File: src/rtl/deauth_flood_window_detector_defines.svh
// assertion macros for the deauth flood window detector
`ifndef DEAUTH_FLOOD_WINDOW_DETECTOR_DEFINES_SVH
`define DEAUTH_FLOOD_WINDOW_DETECTOR_DEFINES_SVH

`ifndef SYNTHESIS
`define DFWD_ASSERT(name, clk, rstn, prop) \
  name: assert property (@(posedge clk) disable iff (!rstn) prop) \
    else $error("dfwd assertion failed");
`define DFWD_ASSERT_ALWAYS(name, clk, prop) \
  name: assert property (@(posedge clk) prop) \
    else $error("dfwd assertion failed");
`else
`define DFWD_ASSERT(name, clk, rstn, prop)
`define DFWD_ASSERT_ALWAYS(name, clk, prop)
`endif

`endif

File: src/rtl/dfwd_pkg.sv
`timescale 1ns / 1ps
`default_nettype none

package dfwd_pkg;

  localparam logic [11:0] MIN_FRAME_LEN     = 12'd24;
  localparam logic [1:0]  FC_TYPE_MGMT      = 2'h0;
  localparam logic [3:0]  FC_SUBTYPE_DEAUTH = 4'hC;
  localparam logic [9:0]  COUNT_MAX         = 10'd1023;
  localparam logic [9:0]  THRESHOLD_RESET   = 10'd1000;
  localparam logic [31:0] WINDOW_RESET      = 32'd10000000;

  localparam logic CFG_THRESHOLD = 1'b0;
  localparam logic CFG_WINDOW    = 1'b1;

  typedef enum logic [2:0] {
    ST_IDLE,
    ST_READ,
    ST_CHECK,
    ST_INSERT,
    ST_EMIT
  } dfwd_state_t;

  typedef struct packed {
    logic load;
    logic expire;
    logic insert;
    logic emit;
  } dfwd_cmd_t;

  typedef struct packed {
    logic in_deauth;
    logic ring_empty;
    logic expired;
    logic out_free;
  } dfwd_sts_t;

endpackage

`default_nettype wire

File: src/rtl/dfwd_ctrl.sv
`timescale 1ns / 1ps
`default_nettype none

module dfwd_ctrl
  import dfwd_pkg::*;
(
  input  wire logic      clk,
  input  wire logic      rst_n,
  input  wire logic      in_valid,
  output logic           in_ready,
  input  wire dfwd_sts_t sts,
  output dfwd_cmd_t      cmd
);

  dfwd_state_t state_r, state_nxt;

  always_ff @(posedge clk) begin
    if (!rst_n) begin
      state_r <= ST_IDLE;
    end else begin
      state_r <= state_nxt;
    end
  end

  always_comb begin
    state_nxt = state_r;
    unique case (state_r)
      ST_IDLE: begin
        if (in_valid) begin
          state_nxt = sts.in_deauth ? ST_READ : ST_EMIT;
        end
      end
      ST_READ: begin
        state_nxt = sts.ring_empty ? ST_INSERT : ST_CHECK;
      end
      ST_CHECK: begin
        state_nxt = sts.expired ? ST_READ : ST_INSERT;
      end
      ST_INSERT: begin
        state_nxt = ST_EMIT;
      end
      ST_EMIT: begin
        if (sts.out_free) begin
          state_nxt = ST_IDLE;
        end
      end
      default: begin
        state_nxt = ST_IDLE;
      end
    endcase
  end

  always_comb begin
    in_ready   = 1'b0;
    cmd        = '0;
    unique case (state_r)
      ST_IDLE: begin
        in_ready = 1'b1;
        cmd.load = in_valid;
      end
      ST_READ: begin
      end
      ST_CHECK: begin
        cmd.expire = sts.expired;
      end
      ST_INSERT: begin
        cmd.insert = 1'b1;
      end
      ST_EMIT: begin
        cmd.emit = sts.out_free;
      end
      default: begin
      end
    endcase
  end

endmodule

`default_nettype wire

File: config.mk
export PLATFORM = sky130hd
export DESIGN_NAME = dfwd_ctrl
export DESIGN_NICKNAME = d
export VERILOG_FILES = /design/src/rtl/deauth_flood_window_detector_defines.svh /design/src/rtl/dfwd_pkg.sv /design/src/rtl/dfwd_ctrl.sv
export SDC_FILE = /design/constraint.sdc
export NUM_CORES = 1
export LEC_CHECK = 0
export ABC_AREA = 1
export BUFFER_PORTS_ARGS = -buffer_cell sky130_fd_sc_hd__buf_2
export CAP_MARGIN = 20
export CORE_AREA = 10 10 47 49
export DETAILED_ROUTE_END_ITERATION = 16
export DIE_AREA = 0 0 57 59
export PLACE_DENSITY = 0.43
export SYNTH_ARGS = -nofsm -noshare
export SYNTH_HDL_FRONTEND = slang
export SYNTH_SLANG_ARGS = --single-unit
File: constraint.sdc
create_clock -name clk -period 0.95 [get_ports clk]
set_clock_uncertainty 0.05 [all_clocks]
set_input_delay 0.1425 -clock clk [delete_from_list [all_inputs] [get_ports clk]]
set_output_delay 0.1425 -clock clk [all_outputs]
set_load 0.02 [all_outputs]
==> results of run 1 <==
## layout by cell type, fill, tap and decap left out, drive strengths merged
cell / count
nand4: 1
nand2: 6
a21boi: 1
dfxtp: 3
inv: 11
buf: 13
nor4: 1
nor2: 6
nand3: 7
a21oi: 1
nor3: 1
clkbuf: 4
## what timing repair did
action / in CTS / in global routing
setup endpoints to repair: 8 / 8
resized for setup: 12 / 14
pin swaps: 2 / 7
buffers inserted: 2 / 1
hold endpoints to repair: 0 / 0
## worst max path at each step
stage	endpoint	slack (ns)	from	cells past startpoint
2_1_floorplan	cmd[3]	-0.005	state_r[2]$_SDFFE_PN0P_	3
3_3_place_gp	cmd[3]	-0.13	state_r[2]$_SDFFE_PN0P_	4
3_5_place_dp	cmd[3]	-0.13	state_r[2]$_SDFFE_PN0P_	4
4_1_cts	cmd[0]	-0.30	state_r[0]$_SDFFE_PN0P_	2
5_1_grt	cmd[0]	-0.32	state_r[0]$_SDFFE_PN0P_	2
6_report	cmd[0]	-0.28	state_r[0]$_SDFFE_PN0P_	2
## logic make-up after synthesis
family | synth area share
compound gates | 0.0571
buf+inv | 0.189
flops | 0.274
simple gates | 0.480
## report_power, final
group	total (µW)	switching, µW	internal, µW
clock network	224	66.1	157
registers	184	38.4	145
logic	322	177	146
total	730	281	448
## area by class of cell
cell class | count | area (µm²) | area share
multi-input cells | 24 | 189 | 0.414
repair buffers | 13 | 101 | 0.222
flip-flops and latches | 3 | 71.3 | 0.156
inverters | 11 | 48.8 | 0.107
clock buffers | 4 | 26.3 | 0.0575
well taps | 16 | 20.0 | 0.0438
## worst max-delay path, stage by stage (launching register included)
cell                      delay [ns]
sky130_fd_sc_hd__dfxtp_4        0.37
sky130_fd_sc_hd__nor4_4         0.26
sky130_fd_sc_hd__buf_4          0.18
## per-stage QoR
stage | area (µm²) | setup WS [ns] | power [µW] | setup TNS, ns
2_1_floorplan | 260 | -0.00499 | 341 | -0.00508
3_3_place_gp | 335 | -0.130 | 403 | -0.660
3_5_place_dp | 335 | -0.130 | 401 | -0.578
4_1_cts | 409 | -0.297 | 687 | -1.37
5_1_grt | 457 | -0.319 | 786 | -1.67
6_report | 457 | -0.277 | 730 | -1.28
## routing by layer
metal  up-vias  track usage  share of wire
li1        155            -              -
met1       127       0.0356           0.40
met2         9       0.0729           0.53
met3         0       0.0300          0.073
met4         0       0.0369              0
met5         -            0              0
==> results_dict.tcl, run 1 <==
set metrics [dict create \
    fp-row-count 14 \
    synth_cell_type_count 13 \
    whs_ns 0.134 \
    grt_max_degree 7 \
    post-route-period-util 1.29 \
    postSynthRegisterBits 3 \
    peakVddDrop_mv 0.845 \
    postSynth.topFlopCell "sky130_fd_sc_hd__dfxtp_1" \
    io_buffers 11 \
    final-setup-viol-count 7 \
    maxClockFrequency_mhz 815 \
    reg.largest.list "state_r: 3 flops" \
    drt_drc_violations_left 0 \
    via_per_inst 4.10 \
    synthCells 38 \
    worstMarginPinSlew_ns 0.181 \
    final_layout_size_suffix_gt1_frac 0.636 \
    setup.worst_path.start_class "flop" \
    num_vias 291 \
    worst_hold_path.num_cells 3 \
    htree_num_levels 1 \
    place.detailed.hpwl_um 556 \
    finish.utilization 0.326 \
    synth_top_area_frac 0.274 \
    final-max-slew-violation-count 0 \
    grt_pass1_wl_mm 1.16 \
    design.final.nets 63 \
    cts-buffers-inserted 3 \
    synthToLayoutAreaGrowth_pct 109 \
    antenna_violations_before_repair 0 \
    r2r-start "state_r[2]$_SDFFE_PN0P_" \
    drt_iter0_markers 8 \
    max-slew-margin-rel 0.878 \
    fill_cells 167 \
    groute.usage.overall 0.0441 \
    grt_setup_unrepaired "yes" \
    worstPathArrival_ns 1.03 \
    power_density_nw_per_um2 1600 \
    cts_num_sinks 3 \
    synth.avg_cell_area_um2 5.76 \
    drt-total-wl_um 768 \
    timing_worst_setup_path_type "reg -> out" \
    synthArstFlopShare 0 \
    hold_start "rst_n" \
    clockRootBuffer "sky130_fd_sc_hd__clkbuf_4" \
    clkLatencyLatePin_ns 0.23 \
    status "complete, but fails checks" \
    number_of_nets_still_failing_antenna_checks_after_routing 0 \
    failed_checks "setup timing" \
    max_cap_viol_count 0 \
    fin_cells 71 \
    synth_top_cells_by_area "sky130_fd_sc_hd__dfxtp_1 27%, sky130_fd_sc_hd__inv_1 17%, sky130_fd_sc_hd__nand3_1 14%" \
    worst-r2r-setup-slack_ns -0.11 \
    timing.reg2reg.worst_path_depth 7 \
    cts.path.max_buffers 2 \
    first_global_vias 307 \
    setup.worst_path.end_class "primary output" \
    leakagePower_uw 0.000227 \
    place.detailed.instances 65 \
    clkTransAtPathRegs_ns 0.04 \
    synth.most_common_cell "sky130_fd_sc_hd__inv_1" \
    global_route.overflow_total 0 \
    registers.top_by_ff_count "state_r" \
    fp.dieArea_um2 3360 \
    min_path_type "in -> reg" \
    core-area_um2 1400 \
    synth.yosys.warnings 0 \
    min_period_ns 1.23 \
    antenna-diode-count 0 \
    synth_area_leader_cell "sky130_fd_sc_hd__dfxtp_1" \
    holdPathEnd "state_r[0]$_SDFFE_PN0P_" \
    final.setup.worst_slack_ns -0.277 \
    largest_register_ffs 3 \
    route.detailed.wl_per_inst_um 10.8 \
    timing.critical_path.required_ns 0.76 \
    synth_sequential_area_ratio 0.274 \
    die-height_um 59 \
    timing.rr.end "state_r[2]$_SDFFE_PN0P_" \
    floorplan.initialDensity 0.156 \
    number_of_buffers_inserted_by_hold_repair_at_cts 0 \
    cts_tree "done" \
    drt_pass1_iterations 4 \
    critPathMaxFanout 6 \
    synthesis.nets 45 \
    die_width_um 57 \
    gp_congestion 0.681 \
    synth_area_um2 219 \
    synth.cells.most_frequent "10 x sky130_fd_sc_hd__inv_1, 6 x sky130_fd_sc_hd__nand2_1, 6 x sky130_fd_sc_hd__nand3_1" \
    synth_enable_flop_cells 0 \
    floorplan.io_pins 12 \
    final_hold_viol_count 0 \
]
Power figures use the tool's default switching activity.
==> inputs of run 2 (changes only) <==
--- a/config.mk
+++ b/config.mk
@@ -15,3 +15,4 @@
 export SYNTH_ARGS = -nofsm -noshare
 export SYNTH_HDL_FRONTEND = slang
 export SYNTH_SLANG_ARGS = --single-unit
+export TNS_END_PERCENT = 20
==> run 2 against run 1 <==
  * The flow still finishes with violations (setup timing)
  * Global-route usage is 0.22 points lower
  * Clock-buffer cell count did not move
  * Cell area shrank 8.2%
  * Sequential share of layout area up 1.4 points
  * Worst hold slack worse by 0.0089 ns
  * Sequential cell count unchanged
  * Die area unchanged
  * Worst setup slack worse by 0.00068 ns
  * Final cell count decreased by 1.4%
  * Total power fell by 7.0%
  * Maximum frequency is essentially flat
  * Sequential power about the same
  * Largest cell class unchanged
  * Largest power group unchanged
==> results_dict.tcl, run 2 (same netlist as run 1, synthesis figures left out) <==
set metrics [dict create \
    status "complete, but fails checks" \
    failed_checks "setup timing" \
    groute.usage.overall 0.0419 \
    place.detailed.hpwl_um 556 \
    cellInternalPower_uw 421 \
    floorplan.io_pins 12 \
    peakVddDrop_mv 0.853 \
    fill_cells 170 \
    top_usage_layer "met2" \
    max_cap_viol_count 0 \
    cts_tree "done" \
    min_path_type "in -> reg" \
    grt_util_met3 0.0300 \
    final_area_um2 419 \
    grtUsageMet1 0.0320 \
    switching_power_uw 258 \
    clockRootBuffer "sky130_fd_sc_hd__clkbuf_4" \
    drt_drc_violations_left 0 \
    final-max-slew-violation-count 0 \
    finish.utilization 0.299 \
    critPathTopFamily "flip-flops" \
    io_buffers 11 \
    cts_num_sinks 3 \
    cp_slowest_stage_delay_ns 0.37 \
    largest_register_ffs 3 \
    post_dp_cell_area_um2 335 \
    final_layout_size_suffix_gt1_frac 0.537 \
    drt_iter0_markers 5 \
    antenna-diode-count 0 \
    clkTransAtPathRegs_ns 0.04 \
    max-slew-margin-rel 0.878 \
    share_clk_of_total_power 0.333 \
    number_of_nets_still_failing_antenna_checks_after_routing 0 \
    timing.critical_path.buf_inv 1 \
    route.detailed.wl_per_inst_um 9.97 \
    antenna_violations_before_repair 0 \
    power_frac_seq 0.268 \
    clkLatencyLatePin_ns 0.23 \
    registers.top_by_ff_count "state_r" \
    grt_max_degree 7 \
    via_per_inst 4.13 \
    layout_common_cells "8 x sky130_fd_sc_hd__inv_1, 6 x sky130_fd_sc_hd__buf_2, 5 x sky130_fd_sc_hd__nand3_1" \
    timing.critical_path.required_ns 0.76 \
    most_common_cell_after_layout_fill_and_taps_aside "sky130_fd_sc_hd__inv_1" \
    netSwitchingFraction 0.380 \
    whs_ns 0.125 \
    grt_pass1_wl_mm 1.10 \
    power_density_nw_per_um2 1620 \
    min_period_ns 1.23 \
    first_global_vias 305 \
    critical_path.cell_chain "nor4_4 -> buf_4" \
    grt_setup_unrepaired "yes" \
    fp-row-count 14 \
    cts-buffers-inserted 3 \
    fp.dieArea_um2 3360 \
    setup.worst_path.start_class "flop" \
    leakagePower_uw 0.000218 \
    gp_congestion 0.681 \
    post-route-period-util 1.29 \
    globalRouteMet2Util 0.0698 \
    htree_num_levels 1 \
    num_vias 289 \
    combinationalPowerShare 0.400 \
    final-setup-viol-count 6 \
    cts.path.max_buffers 2 \
    die-height_um 59 \
    global_route.overflow_total 0 \
    die_width_um 57 \
    final.setup.worst_slack_ns -0.278 \
    critPathSlowestCell "sky130_fd_sc_hd__dfxtp_4" \
    post_route_total_power_uw 678 \
    final_hold_viol_count 0 \
    timing_worst_setup_path_type "reg -> out" \
    core-area_um2 1400 \
    drt_pass1_iterations 2 \
    synthToLayoutAreaGrowth_pct 91.4 \
    drt-total-wl_um 698 \
    worstPathArrival_ns 1.04 \
    design.final.nets 62 \
    setup.worst_path.end_class "primary output" \
    floorplan.initialDensity 0.156 \
    worstMarginPinSlew_ns 0.181 \
    reg.largest.list "state_r: 3 flops" \
    maxClockFrequency_mhz 814 \
    critPathMaxFanout 6 \
]
[run 2: cell types whose count changed in the layout (fill, tap and decap cells not counted)]
cell and delta:
sky130_fd_sc_hd__nand2_1 +2, sky130_fd_sc_hd__buf_4 +1, sky130_fd_sc_hd__nand2_2 -1, sky130_fd_sc_hd__inv_1 +2, sky130_fd_sc_hd__inv_2 -2, sky130_fd_sc_hd__nand2_4 -1, sky130_fd_sc_hd__buf_6 -2, sky130_fd_sc_hd__nand3_4 -1
sky130_fd_sc_hd__nand3_1 +1
[run 2: power by group through the flow]
stage               Combinational (µW)  Sequential [µW]  Clock [µW]
floorplan                          172              168           0
global placement                   229              174           0
detailed placement                 227              173           0
CTS                                265              180         236
global route                       296              184         249
finish                             271              181         226
[run 2: final timing paths]
| path | slack, ns | endpoint | startpoint | cells after the start |
|---|---|---|---|---|
| setup / recovery | -0.28 | cmd[0] | state_r[0]$_SDFFE_PN0P_ | 2 |
| setup reg to reg | -0.08 | state_r[2]$_SDFFE_PN0P_ | state_r[2]$_SDFFE_PN0P_ | 7 |
| hold reg to reg | 0.48 | state_r[2]$_SDFFE_PN0P_ | state_r[2]$_SDFFE_PN0P_ | 2 |
| hold / removal | 0.12 | state_r[0]$_SDFFE_PN0P_ | rst_n | 3 |
[run 2: repair_timing]
| item | in CTS | in global routing |
|---|---|---|
| pin swaps | 2 | 3 |
| resized for setup | 12 | 5 |
| setup endpoints to repair | 8 | 8 |
| hold buffers | 0 | 0 |
| buffers inserted | 1 | 0 |
[run 2: through the flow]
step                setup TNS (ns)  setup slack [ns]  instances
floorplan                 -0.00508          -0.00499         38
global placement            -0.660            -0.130         65
detailed placement          -0.578            -0.130         65
CTS                          -1.37            -0.297         70
global route                 -1.63            -0.315         70
finish                       -1.24            -0.278         70
[run 2: layer usage]
layer | vias to the layer above | share of wire
met2 | 9 | 0.50
met5 | - | 0
li1 | 151 | -
met3 | 0 | 0.086
met1 | 129 | 0.42
met4 | 0 | 0
[run 2: tightest hold or removal path: cells and delay by family]
| family | cells | cell delay, ns |
|---|---|---|
| simple gates | 2 | 0.10 |
| buf+inv | 1 | 0.13 |
[run 2: layout make-up]
cell class | instances | area (µm²) | area share
multi-input combinational | 24 | 166 | 0.397
clock buffer | 4 | 26.3 | 0.0627
inverter | 11 | 48.8 | 0.116
timing repair buffer | 12 | 86.3 | 0.206
tap | 16 | 20.0 | 0.0478
sequential | 3 | 71.3 | 0.170
==> inputs of run 3 (changes only) <==
--- a/config.mk
+++ b/config.mk
@@ -11,7 +11,7 @@
 export CORE_AREA = 10 10 47 49
 export DETAILED_ROUTE_END_ITERATION = 16
 export DIE_AREA = 0 0 57 59
-export PLACE_DENSITY = 0.43
+export PLACE_DENSITY = 0.46
 export SYNTH_ARGS = -nofsm -noshare
 export SYNTH_HDL_FRONTEND = slang
 export SYNTH_SLANG_ARGS = --single-unit
==> run 3 against run 2 <==
  * The run still ends with setup timing left
  * Core utilization rose by 0.80 points
  * Non-clock buffer count rose by 2
  * Cell area rose by 2.7%
  * Sequential share of layout area fell by 0.45 points
  * Maximum frequency rose by 0.83%
  * Clock-buffer cell count did not move
  * Sequential cell count did not move
  * Critical path depth did not move
  * Critical path type unchanged
==> results_dict.tcl, run 3 (same netlist as run 1, synthesis figures left out) <==
set metrics [dict create \
    synthToLayoutAreaGrowth_pct 96.6 \
    max-slew-margin-rel 0.882 \
    final_layout_size_suffix_gt1_frac 0.536 \
    max_cap_viol_count 0 \
    worstPathArrival_ns 1.03 \
    post-route-period-util 1.28 \
    most_common_cell_after_layout_fill_and_taps_aside "sky130_fd_sc_hd__inv_1" \
    leakagePower_uw 0.000226 \
    gp_congestion 0.675 \
    die-height_um 59 \
    finish.utilization 0.307 \
    antenna-diode-count 0 \
    cts_tree "done" \
    cts_num_sinks 3 \
    groute.usage.overall 0.0433 \
    die_width_um 57 \
    power_density_nw_per_um2 1600 \
    status "complete, but fails checks" \
    peakVddDrop_mv 0.586 \
    drt_iter0_markers 2 \
    layout_common_cells "8 x sky130_fd_sc_hd__inv_1, 6 x sky130_fd_sc_hd__nand3_1, 6 x sky130_fd_sc_hd__buf_2" \
    drt-total-wl_um 675 \
    place.detailed.hpwl_um 554 \
    cp_slowest_stage_delay_ns 0.36 \
    setup.worst_path.end_class "primary output" \
    timing_worst_setup_path_type "reg -> out" \
    holdPathEnd "state_r[0]$_SDFFE_PN0P_" \
    fill_cells 160 \
    registers.top_by_ff_count "state_r" \
    cts.path.max_buffers 2 \
    clkTransAtPathRegs_ns 0.04 \
    fp.dieArea_um2 3360 \
    r2r-start "state_r[0]$_SDFFE_PN0P_" \
    first_global_vias 293 \
    maxClockFrequency_mhz 821 \
    grt_pass1_wl_mm 1.13 \
    floorplan.io_pins 12 \
    setup_tns_ns -1.25 \
    fp-row-count 14 \
    timing.reg2reg.worst_path_depth 7 \
    final.setup.worst_slack_ns -0.268 \
    failed_checks "setup timing" \
    worst-r2r-setup-slack_ns -0.07 \
    setup.worst_path.start_class "flop" \
    timing.rr.end "state_r[2]$_SDFFE_PN0P_" \
    post_route_total_power_uw 690 \
    final-setup-viol-count 7 \
    timing.critical_path.required_ns 0.76 \
    route.detailed.wl_per_inst_um 9.38 \
    drt_pass1_iterations 2 \
    largest_register_ffs 3 \
    critPathMaxFanout 6 \
    antenna_violations_before_repair 0 \
    via_per_inst 3.94 \
    design.final.nets 64 \
    multiInputGateArea_um2 161 \
    io_buffers 11 \
    min_period_ns 1.22 \
    critical_path.cell_chain "nor4_4 -> buf_4" \
    hold_start "rst_n" \
    min_path_type "in -> reg" \
    worstMarginPinSlew_ns 0.176 \
    global_route.overflow_total 0 \
    clockRootBuffer "sky130_fd_sc_hd__clkbuf_4" \
    core-area_um2 1400 \
    final-max-slew-violation-count 0 \
    htree_num_levels 1 \
    ff_latch_area_um2 71.3 \
    drt_drc_violations_left 0 \
    grt_setup_unrepaired "yes" \
    num_vias 284 \
    critPathSlowestCell "sky130_fd_sc_hd__dfxtp_4" \
    cts-buffers-inserted 3 \
    floorplan.initialDensity 0.156 \
    number_of_nets_still_failing_antenna_checks_after_routing 0 \
    worst_hold_path.num_cells 3 \
    reg.largest.list "state_r: 3 flops" \
    final_hold_viol_count 0 \
    grt_max_degree 7 \
    clkLatencyLatePin_ns 0.23 \
]
==> run 3: cell count changes in the layout (fill, tap and decap cells not counted) <==
cell / previous run / this run
sky130_fd_sc_hd__buf_6: 3 / 4
sky130_fd_sc_hd__inv_6: 1 / 0
sky130_fd_sc_hd__buf_4: 3 / 4
sky130_fd_sc_hd__inv_4: 1 / 2
sky130_fd_sc_hd__nand3_2: 2 / 1
sky130_fd_sc_hd__nand3_1: 5 / 6
==> run 3: how the worst max path moves through the flow <==
stage | to | cells past startpoint | start
after floorplan | cmd[3] | 3 | state_r[2]$_SDFFE_PN0P_
after global placement | cmd[3] | 4 | state_r[0]$_SDFFE_PN0P_
after detailed placement | cmd[3] | 4 | state_r[0]$_SDFFE_PN0P_
after CTS | cmd[0] | 2 | state_r[0]$_SDFFE_PN0P_
after global routing | cmd[0] | 2 | state_r[0]$_SDFFE_PN0P_
final | cmd[0] | 2 | state_r[0]$_SDFFE_PN0P_
==> run 3: layout make-up <==
cell class                 instances  area share
clock buffer                       4      0.0610
sequential                         3       0.166
multi-input combinational         24       0.375
timing repair buffer              14       0.244
tap                               16      0.0465
inverter                          11       0.108
==> run 3: through the flow <==
step                area (µm²)  hold slack, ns  std cells  setup WS, ns
floorplan                  260           0.229         38      -0.00499
global placement           343           0.375         66        -0.114
detailed placement         343           0.379         66        -0.125
CTS                        430           0.124         72        -0.279
global route               430           0.123         72        -0.322
finish                     430           0.142         72        -0.268
==> run 3: worst max-delay path: cells and delay by family (launching register included) <==
kind / cells / cell delay (ns)
and+or+nand+nor: 1 / 0.25
DFF: 1 / 0.36
buffers and inverters: 1 / 0.17
==> run 3: metal layers <==
layer | part of all wire | vias up | global-route usage | wire length, µm
li1 | - | 153 | - | -
met1 | 0.38 | 122 | 0.0405 | 256
met2 | 0.46 | 9 | 0.0620 | 309
met3 | 0.16 | 0 | 0.0429 | 108
met4 | 0 | 0 | 0.0201 | 0
met5 | 0 | - | 0 | 0
==> run 3: repair_timing <==
item                                    in CTS  in global routing
endpoints found under the setup margin       7                  8
gates cloned                                 0                  0
setup buffers                                2                  0
gates resized for setup                     16                  0
hold buffers                                 0                  0
pin swaps                                    5                  0
hold endpoints to repair                     0                  0
==> run 3: where the power goes <==
part	internal (µW)	leakage, µW	switching (µW)	total, µW
Clock	157	0.0000150	65.1	222
Sequential	145	0.0000267	31.3	176
Combinational	134	0.000184	157	291
Total	436	0.000226	253	690
